<file path="src/umpq_pkg.sv">
// ---------------------------------------------------------------------------
// umpq_pkg
// Widths, command codes and status codes of the unsorted max-priority queue.
// ---------------------------------------------------------------------------
package umpq_pkg;

  localparam int CAPACITY_DEF = 128;
  localparam int DATA_W       = 32;
  localparam int CMD_W        = 2;
  localparam int STATUS_W     = 2;
  localparam int COUNT_W      = 8;

  localparam logic [CMD_W-1:0] CMD_INSERT = 2'd0;
  localparam logic [CMD_W-1:0] CMD_PEEK   = 2'd1;
  localparam logic [CMD_W-1:0] CMD_DELETE = 2'd2;

  localparam logic [STATUS_W-1:0] ST_OK    = 2'd0;
  localparam logic [STATUS_W-1:0] ST_FULL  = 2'd1;
  localparam logic [STATUS_W-1:0] ST_EMPTY = 2'd2;

endpackage

</file>
<file path="src/unsorted_max_priority_queue.sv">
// ---------------------------------------------------------------------------
// unsorted_max_priority_queue
// Max-priority queue kept as an unsorted array in a single-port-read memory.
// ---------------------------------------------------------------------------
// Each command transaction yields exactly one result transaction. Insert
// appends at the end of the store and passes straight to the result state.
// Peek streams every stored entry through one signed comparator, one
// memory read a cycle. Delete-max runs the same scan, then moves the
// entries above the winner down one place through the same read port and
// the single write port. Errors (insert when full, peek or delete when
// empty) and the unused command code return at once with a zero value.
// The block takes one command at a time: in_ready is high only while the
// sequencer is idle, and a finished result waits in the output register
// without holding off the next command.
// The store needs no clearing after reset: only entries below the count are
// ever read.
// ---------------------------------------------------------------------------
module unsorted_max_priority_queue
  import umpq_pkg::*;
#(
  parameter int CAPACITY = CAPACITY_DEF
) (
  input  logic                       clk,
  input  logic                       rst,
  // command channel
  input  logic                       in_valid,
  output logic                       in_ready,
  input  logic [CMD_W-1:0]           command,
  input  logic signed [DATA_W-1:0]   value,
  // result channel
  output logic                       out_valid,
  input  logic                       out_ready,
  output logic signed [DATA_W-1:0]   result_value,
  output logic [STATUS_W-1:0]        status,
  output logic [COUNT_W-1:0]         count
);

  // AW indexes the store; CW holds a fill level up to CAPACITY itself.
  localparam int AW = $clog2(CAPACITY);
  localparam int CW = $clog2(CAPACITY + 1);

  typedef enum logic [1:0] {
    S_IDLE,
    S_SCAN,
    S_SHIFT,
    S_RESULT
  } state_t;

  state_t                     state;
  logic [CW-1:0]              fill;        // entries held
  logic [CMD_W-1:0]           op;          // command in progress
  logic [CW-1:0]              raddr;       // next address to read
  logic                       rvalid;      // rdata holds entry ridx
  logic [AW-1:0]              ridx;
  logic signed [DATA_W-1:0]   rdata;
  logic [AW-1:0]              best_idx;    // first position of running maximum
  logic signed [DATA_W-1:0]   res_value;   // running maximum, then the result
  logic [STATUS_W-1:0]        res_status;

  logic signed [DATA_W-1:0]   mem [CAPACITY];
  logic                       mem_we;
  logic [AW-1:0]              mem_waddr;
  logic signed [DATA_W-1:0]   mem_wdata;

  logic                       issue;
  logic                       stream_done;
  logic                       has_room;
  logic                       new_max;
  logic                       out_load;

  assign in_ready    = (state == S_IDLE);
  assign has_room    = (fill < CW'(CAPACITY));

  // Read stream shared by the scan and the shift: one address per cycle.
  assign issue       = ((state == S_SCAN) || (state == S_SHIFT)) && (raddr < fill);
  assign stream_done = !issue && !rvalid;

  // The one comparator: strictly greater keeps the lowest index on ties.
  assign new_max     = rvalid && ((ridx == '0) || (rdata > res_value));

  // A finished result moves into the output register once that is free.
  assign out_load    = (state == S_RESULT) && (!out_valid || out_ready);

  // Write port: append on insert, or move an entry down one place on shift.
  always_comb begin
    if (state == S_SHIFT) begin
      mem_we    = rvalid;
      mem_waddr = ridx - AW'(1);
      mem_wdata = rdata;
    end else begin
      mem_we    = (state == S_IDLE) && in_valid && (command == CMD_INSERT) && has_room;
      mem_waddr = fill[AW-1:0];
      mem_wdata = value;
    end
  end

  always_ff @(posedge clk) begin
    if (mem_we) begin
      mem[mem_waddr] <= mem_wdata;
    end
    rdata <= mem[raddr[AW-1:0]];
  end

  // Sequencer, with the output register.
  always_ff @(posedge clk) begin
    if (rst) begin
      state     <= S_IDLE;
      fill      <= '0;
      rvalid    <= 1'b0;
      out_valid <= 1'b0;
    end else begin
      // Load a finished result, or drop the held one once the far side takes it.
      if (out_load) begin
        out_valid <= 1'b1;
      end else if (out_ready) begin
        out_valid <= 1'b0;
      end

      case (state)
        S_IDLE: begin
          rvalid <= 1'b0;
          if (in_valid) begin
            op         <= command;
            raddr      <= '0;
            res_status <= ST_OK;
            case (command)
              CMD_INSERT: begin
                if (has_room) begin
                  fill      <= fill + CW'(1);
                  res_value <= value;
                end else begin
                  res_value  <= '0;
                  res_status <= ST_FULL;
                end
                state <= S_RESULT;
              end
              CMD_PEEK, CMD_DELETE: begin
                if (fill == '0) begin
                  res_value  <= '0;
                  res_status <= ST_EMPTY;
                  state      <= S_RESULT;
                end else begin
                  state <= S_SCAN;
                end
              end
              default: begin
                // Unused code: no-op with a zero value.
                res_value <= '0;
                state     <= S_RESULT;
              end
            endcase
          end
        end

        S_SCAN: begin
          if (issue) begin
            raddr <= raddr + CW'(1);
          end
          rvalid <= issue;
          ridx   <= raddr[AW-1:0];
          if (new_max) begin
            res_value <= rdata;
            best_idx  <= ridx;
          end
          if (stream_done) begin
            if (op == CMD_DELETE) begin
              // Close the gap: start reading just above the winner.
              raddr <= CW'(best_idx) + CW'(1);
              state <= S_SHIFT;
            end else begin
              state <= S_RESULT;
            end
          end
        end

        S_SHIFT: begin
          if (issue) begin
            raddr <= raddr + CW'(1);
          end
          rvalid <= issue;
          ridx   <= raddr[AW-1:0];
          if (stream_done) begin
            fill  <= fill - CW'(1);
            state <= S_RESULT;
          end
        end

        S_RESULT: begin
          rvalid <= 1'b0;
          // Hold until the output register is free.
          if (out_load) begin
            result_value <= res_value;
            status       <= res_status;
            count        <= COUNT_W'(fill);
            state        <= S_IDLE;
          end
        end

        default: begin
          rvalid <= 1'b0;
          state  <= S_IDLE;
        end
      endcase
    end
  end

endmodule

</file>
<file path="config.mk">
export PLATFORM = sky130hd
export DESIGN_NAME = unsorted_max_priority_queue
export DESIGN_NICKNAME = d
export VERILOG_FILES = /design/src/umpq_pkg.sv /design/src/unsorted_max_priority_queue.sv
export SDC_FILE = /design/constraint.sdc
export NUM_CORES = 2
export LEC_CHECK = 0
export ABC_AREA = 1
export BUFFER_PORTS_ARGS = -buffer_cell sky130_fd_sc_hd__buf_2
export CELL_PAD_IN_SITES_DETAIL_PLACEMENT = 2
export CELL_PAD_IN_SITES_GLOBAL_PLACEMENT = 2
export CORE_MARGIN = 5
export CORE_UTILIZATION = 30
export DETAILED_ROUTE_END_ITERATION = 8
export PLACE_DENSITY_LB_ADDON = 0.1
export SLEW_MARGIN = 20
export SYNTH_ARGS = -nofsm -noshare
export SYNTH_HDL_FRONTEND = slang
export SYNTH_SLANG_ARGS = --single-unit
</file>
<file path="constraint.sdc">
create_clock -name clk -period 9.84 [get_ports clk]
set_clock_uncertainty 0.2 [all_clocks]
set_input_delay 0.492 -clock clk [delete_from_list [all_inputs] [get_ports clk]]
set_output_delay 0.492 -clock clk [all_outputs]
set_load 0.03 [all_outputs]
</file>
# After elaboration in Yosys (flattened, before gate mapping)
# Memories as Yosys holds them, arrays and structs flattened. A register that Yosys moved wholly into a read port is not among the register bits.
# Index checks and enable logic that the tools add are counted.
# word_totals
mem_bits_rw,4096
memories,1
ff_bits,112
out_inout_bits,44
in_bits,38
# memory_table
name,words,width,read_ports,rd_ports_with_merged_regs,wr,line_no,text
mem,128,32,1,1,1,unsorted_max_priority_queue.sv:60,logic signed [DATA_W-1:0] mem [CAPACITY];
# classes
mux,35
reduce_logical,32
n_bitwise,1
magnitude_cmp,3
n_addsub,5
eq_ne,14
# op_table
operator,n
32-bit 2-to-1 mux,5
32-bit one-hot mux with 2 select lines,2
8-bit 2-to-1 mux,8
32-bit > comparator,1
8-bit one-hot mux with 3 select lines,1
8-bit by 1-bit adder with 8-bit output (second input constant),2
8-bit one-hot mux with 2 select lines,1
2-bit 2-to-1 mux,7
3-bit AND reduction,4
2-bit inequality test (second input constant),5
5-bit AND reduction,2
7-bit by 1-bit adder with 8-bit output (second input constant),1
2-bit equality test (second input constant),4
8-bit zero test,1
8-bit less-than comparator,1
8-bit less-than comparator (second input constant),1
2-bit one-hot mux with 4 select lines,1
8-bit by 1-bit subtractor with 8-bit output (second input constant),1
1-bit logical AND,7
7-bit zero test,1
1-bit 2-to-1 mux,7
7-bit 2-to-1 mux,1
7-bit by 1-bit subtractor with 7-bit output (second input constant),1
2-bit nonzero test,3
other kinds (13),22

# Logic depth before layout (Yosys ltp)
# depth
ltp_word,7
depth_mapped,18

# Worst setup path before layout
# No wires, ideal clock.
# synth_timing
path_type,register to register
start,register state[0]
end,"memory mem[0][0], data pin"
slack_ns,2.016
arrival_time_ns,6.426
path_stages_with_launch,8
setup_ns,1.198
synth_period_minus_slack_ns,7.824
required_time_ns,8.442
path_cell_list,dfxtp_1 inv_1 ha_1 inv_1 buf_2 clkbuf_1 buf_1 o21ai_0
# synth_between
elab_chain_cells,2
# synth_lines
item,line_no,text
from (decl),unsorted_max_priority_queue.sv:49,state_t state;
from (signal assigned),unsorted_max_priority_queue.sv:107,state <= S_IDLE;
from (signal assigned),unsorted_max_priority_queue.sv:135,state <= S_RESULT;
from (signal assigned),unsorted_max_priority_queue.sv:141,state <= S_RESULT;
2-bit equality test,unsorted_max_priority_queue.sv:86,if (state == S_SHIFT) begin
32-bit 2-to-1 mux,unsorted_max_priority_queue.sv:86,
named net mem_wdata[0],unsorted_max_priority_queue.sv:63,logic signed [DATA_W-1:0] mem_wdata;
to (decl),unsorted_max_priority_queue.sv:60,
# The timed path passes the listed nets, and every way through them passes these cells.

# Worst setup path after layout
# layout_timing
start,register state[0]
end,memory mem[29][23] (enable)
# layout_between
elab_chain_cells,7
word_cells_on_any_way,9
# layout_lines
item,line_no,text
2-bit zero test,unsorted_max_priority_queue.sv:91,mem_we = (state == S_IDLE) && in_valid && (command == CMD_INSERT) && has_room;
1-bit logical AND (3 in series),unsorted_max_priority_queue.sv:91,
1-bit 2-to-1 mux,unsorted_max_priority_queue.sv:86,
1-bit 2-to-1 mux,unsorted_max_priority_queue.sv:98,if (mem_we) begin
1-bit 2-to-1 mux (not written as such),unsorted_max_priority_queue.sv:99,mem[mem_waddr] <= mem_wdata;
# Several ways; a longest one is shown, not always the timed one.

==> flow_metrics.tcl <==
set metrics [dict create \
    status "complete, no violations" \
    wire_per_inst_um 32.7 \
    post_cts_buffers 0 \
    antenna_found_initial 70 \
    power.share.clock_pct 31.7 \
    die_w_um 758 \
    timing.critical_path.mode_cell "buf_4" \
    pwr-share-comb_pct 27.1 \
    max_cap_violations 0 \
    ys.flop_type "edfxtp_1" \
    cts.clk_slew.worst_paths_ps 60 \
    num-nets-final 13033 \
    grt.busiest_layer "met2" \
    row_count 275 \
    cts_root_buf "clkbuf_16" \
    end_kind "register" \
    dpl_cell_area_um2 179000 \
    grt_max_degree 156 \
    overflow 0 \
    async_flop_share_pct 0 \
    cp_slowest_stage_delay_ps 730 \
    synth_edf_count 4196 \
    drc 0 \
    worstMarginPinSlew_ps 1460 \
    finalSetupTns_ps 0 \
    grt_pass1_vias 118796 \
    path_max_fanout 48 \
    syn_avg_cell_area_um2 13.1 \
    syn_to_final_growth_pct 15.9 \
    fillers 57150 \
    drv_slew 0 \
    port_buffers 81 \
    dp_cells 19891 \
    synth-seq-area-share_pct 75.5 \
    cts_made_buffers 480 \
    drtIter0Drc 10340 \
    grt_pass1_wl_um 947000 \
    yosys_warnings 0 \
    peakVddDrop_v 0.000262 \
    finalCriticalPeriod_ps 5550 \
    synth_cell_types 39 \
    clock_latency_ps 1070 \
    clock_path_buffers 4 \
    drt-total-wl_um 683000 \
    grt_use_met2_pct 39.7 \
    cts_tree "built" \
    synth_seq_cells 4240 \
    p_sw_mw 20.1 \
    period_share_pct 56.4 \
    cp_top_family "simple AND/OR/NAND/NOR gates" \
    cp_cell_sequence "inv_1 > ha_1 > inv_4 > o21ai_0 > nor2_1 > nand2_2 > buf_4 > nor2_4 > buf_4" \
    fin_ws_ps 4290 \
    dpl.hpwl_um 400000 \
    fmax_mhz 180 \
    cts_sinks 4240 \
    firstDrtPassIters 6 \
    drt-vias-per-instance 5.34 \
    die_h_um 758 \
    syn_nets 12937 \
    initial_core_util_pct 30.0 \
    use_met3_pct 2.47 \
    p_per_area_nw_per_um2 281 \
    final_area_um2 195000 \
    h-tree-depth 5 \
    pwr-share-seq_pct 41.1 \
    drive_gt1_share_pct 9.77 \
    crit_arrival_ps 6050 \
    critPathSlowestCell "nor2_4" \
    setup_viol 0 \
    p_total_mw 54.7 \
    hold_violations 0 \
    dp_worst_setup_slack_ps 3870 \
    synth.top_cells.by_area "edfxtp_1 (75%), o21ai_0 (5.1%), nor2_1 (4.3%), nand2_1 (3.5%), o22ai_1 (3.2%)" \
    start_kind "register" \
    final_cells 20858 \
    p_leak_nw 63.1 \
    die_area_um2 575000 \
    syn_inst 12843 \
    antenna_left 0 \
    core_area_um2 559000 \
    hold_class "primary input to register" \
    path_class "register to register" \
    use_met1_pct 31.0 \
    via_count 111324 \
    mappedNetlistArea_um2 168000 \
    relSlewSlack_pct 2.91 \
    io_pins 82 \
    yosysTopAreaCell "edfxtp_1" \
    grt_use_total_pct 23.1 \
    netlist.area_leader.share_pct 75.0 \
    switching_share_pct 36.7 \
    critPathRequiredTime_ps 10340 \
    crit_buf_inv 4 \
    rsz0062_at_grt "no" \
    gp_congestion 0.810 \
    p_int_mw 34.6 \
]
==> path summary, 6_finish.rpt <==
path	start	end	slack [ps]	depth (start not counted)
setup / recovery	state[0]	mem[29][23]	4290	9
hold / removal	out_ready	state[0]	100	8
setup reg to reg	state[0]	mem[29][23]	4290	9
hold reg to reg	res_status[1]	status[1]	230	0
==> stage by stage <==
step	util, %	hold slack (ps)
after floorplan	-	200
after global placement	31.9	204
after detailed placement	32.0	217
after CTS	34.8	14.8
after global routing	34.8	101
final	34.8	98.4
==> layer usage <==
metal / wire [µm] / vias up
met2: 334000 / 2855
met3: 33300 / 823
met1: 294000 / 59865
met4: 21600 / 0
li1: - / 47781
met5: 0 / -
==> cell type report <==
type	count	area, µm²	area share, %
clock inverters	253	2060	1.06
repair buffers	502	5040	2.59
flip-flops and latches	4240	127000	65.1
multi-input cells	7579	38000	19.5
clock buffers	635	12800	6.58
inverters	136	557	0.286
well taps	7479	9360	4.80
diodes	34	85.1	0.0437
==> timing repair <==
item,CTS,global route
hold endpoints to repair,112,0
resized for setup,0,0
hold buffers,39,0
==> power groups by stage <==
stage	logic, mW	clock network (mW)	registers (mW)
2_1_floorplan	6.84	0	23.2
3_3_place_gp	14.7	0	22.9
3_5_place_dp	15.1	0	22.9
4_1_cts	15.1	17.8	22.5
5_1_grt	15.7	18.5	22.5
6_report	14.8	17.3	22.5
==> logic make-up after synthesis <==
logic type	after synthesis	synth area share, %
buffers and inverters	1024	2.76
muxes	173	1.03
xor gates and xnor gates	20	0.104
and+or+nand+nor	4167	9.86
AOI/OAI and AO/OA	3163	10.3
DFF	4240	75.5
adders and majority gates	56	0.421
==> worst min-delay path, stage by stage <==
cell	delay, ps
buf_2	80
nor2_1	60
inv_1	70
o21ai_0	110
a21oi_1	240
inv_1	90
nand2_1	70
a21oi_1	60
==> state kept, by name, summed over array words and instances (netlist names) <==
name and count:
mem 4096, rdata 32, res_value 32, result_value 32
count 8, fill 8, raddr 8, best_idx 7
ridx 7, op 2, res_status 2, state 2
status 2, out_valid 1, rvalid 1
==> Yosys cell counts, types with 4 or more instances <==
| library cell | instances |
|---|---|
| edfxtp_1 | 4196 |
| nor2_1 | 1919 |
| o21ai_0 | 1707 |
| nand2_1 | 1545 |
| o22ai_1 | 873 |
| nand3_1 | 674 |
| clkbuf_1 | 490 |
| a21oi_1 | 249 |
| buf_2 | 206 |
| mux2i_1 | 173 |
| o21ai_1 | 163 |
| o211ai_1 | 149 |
| inv_1 | 128 |
| buf_4 | 96 |
| buf_1 | 69 |
| ha_1 | 55 |
| dfxtp_1 | 44 |
| buf_6 | 21 |
| xor2_1 | 15 |
| o31ai_1 | 12 |
| nand4_1 | 10 |
| nor3_1 | 7 |
| clkbuf_2 | 5 |
| o2111ai_1 | 5 |
| xnor2_1 | 5 |
| clkinv_1 | 4 |
| nand3b_1 | 4 |
==> cells in the final DEF (no fill, tap or decap), types with 163 or more instances in the layout <==
cell and n:
clkbuf_16 483, nand3_1 674, nand2_1 1535, buf_4 288, mux2i_1 173, nor2_1 1782, a21oi_1 248, o21ai_1 163
o22ai_1 872, o21ai_0 1676, edfxtp_1 4196
Note: power is estimated with default switching activity, not from simulation.
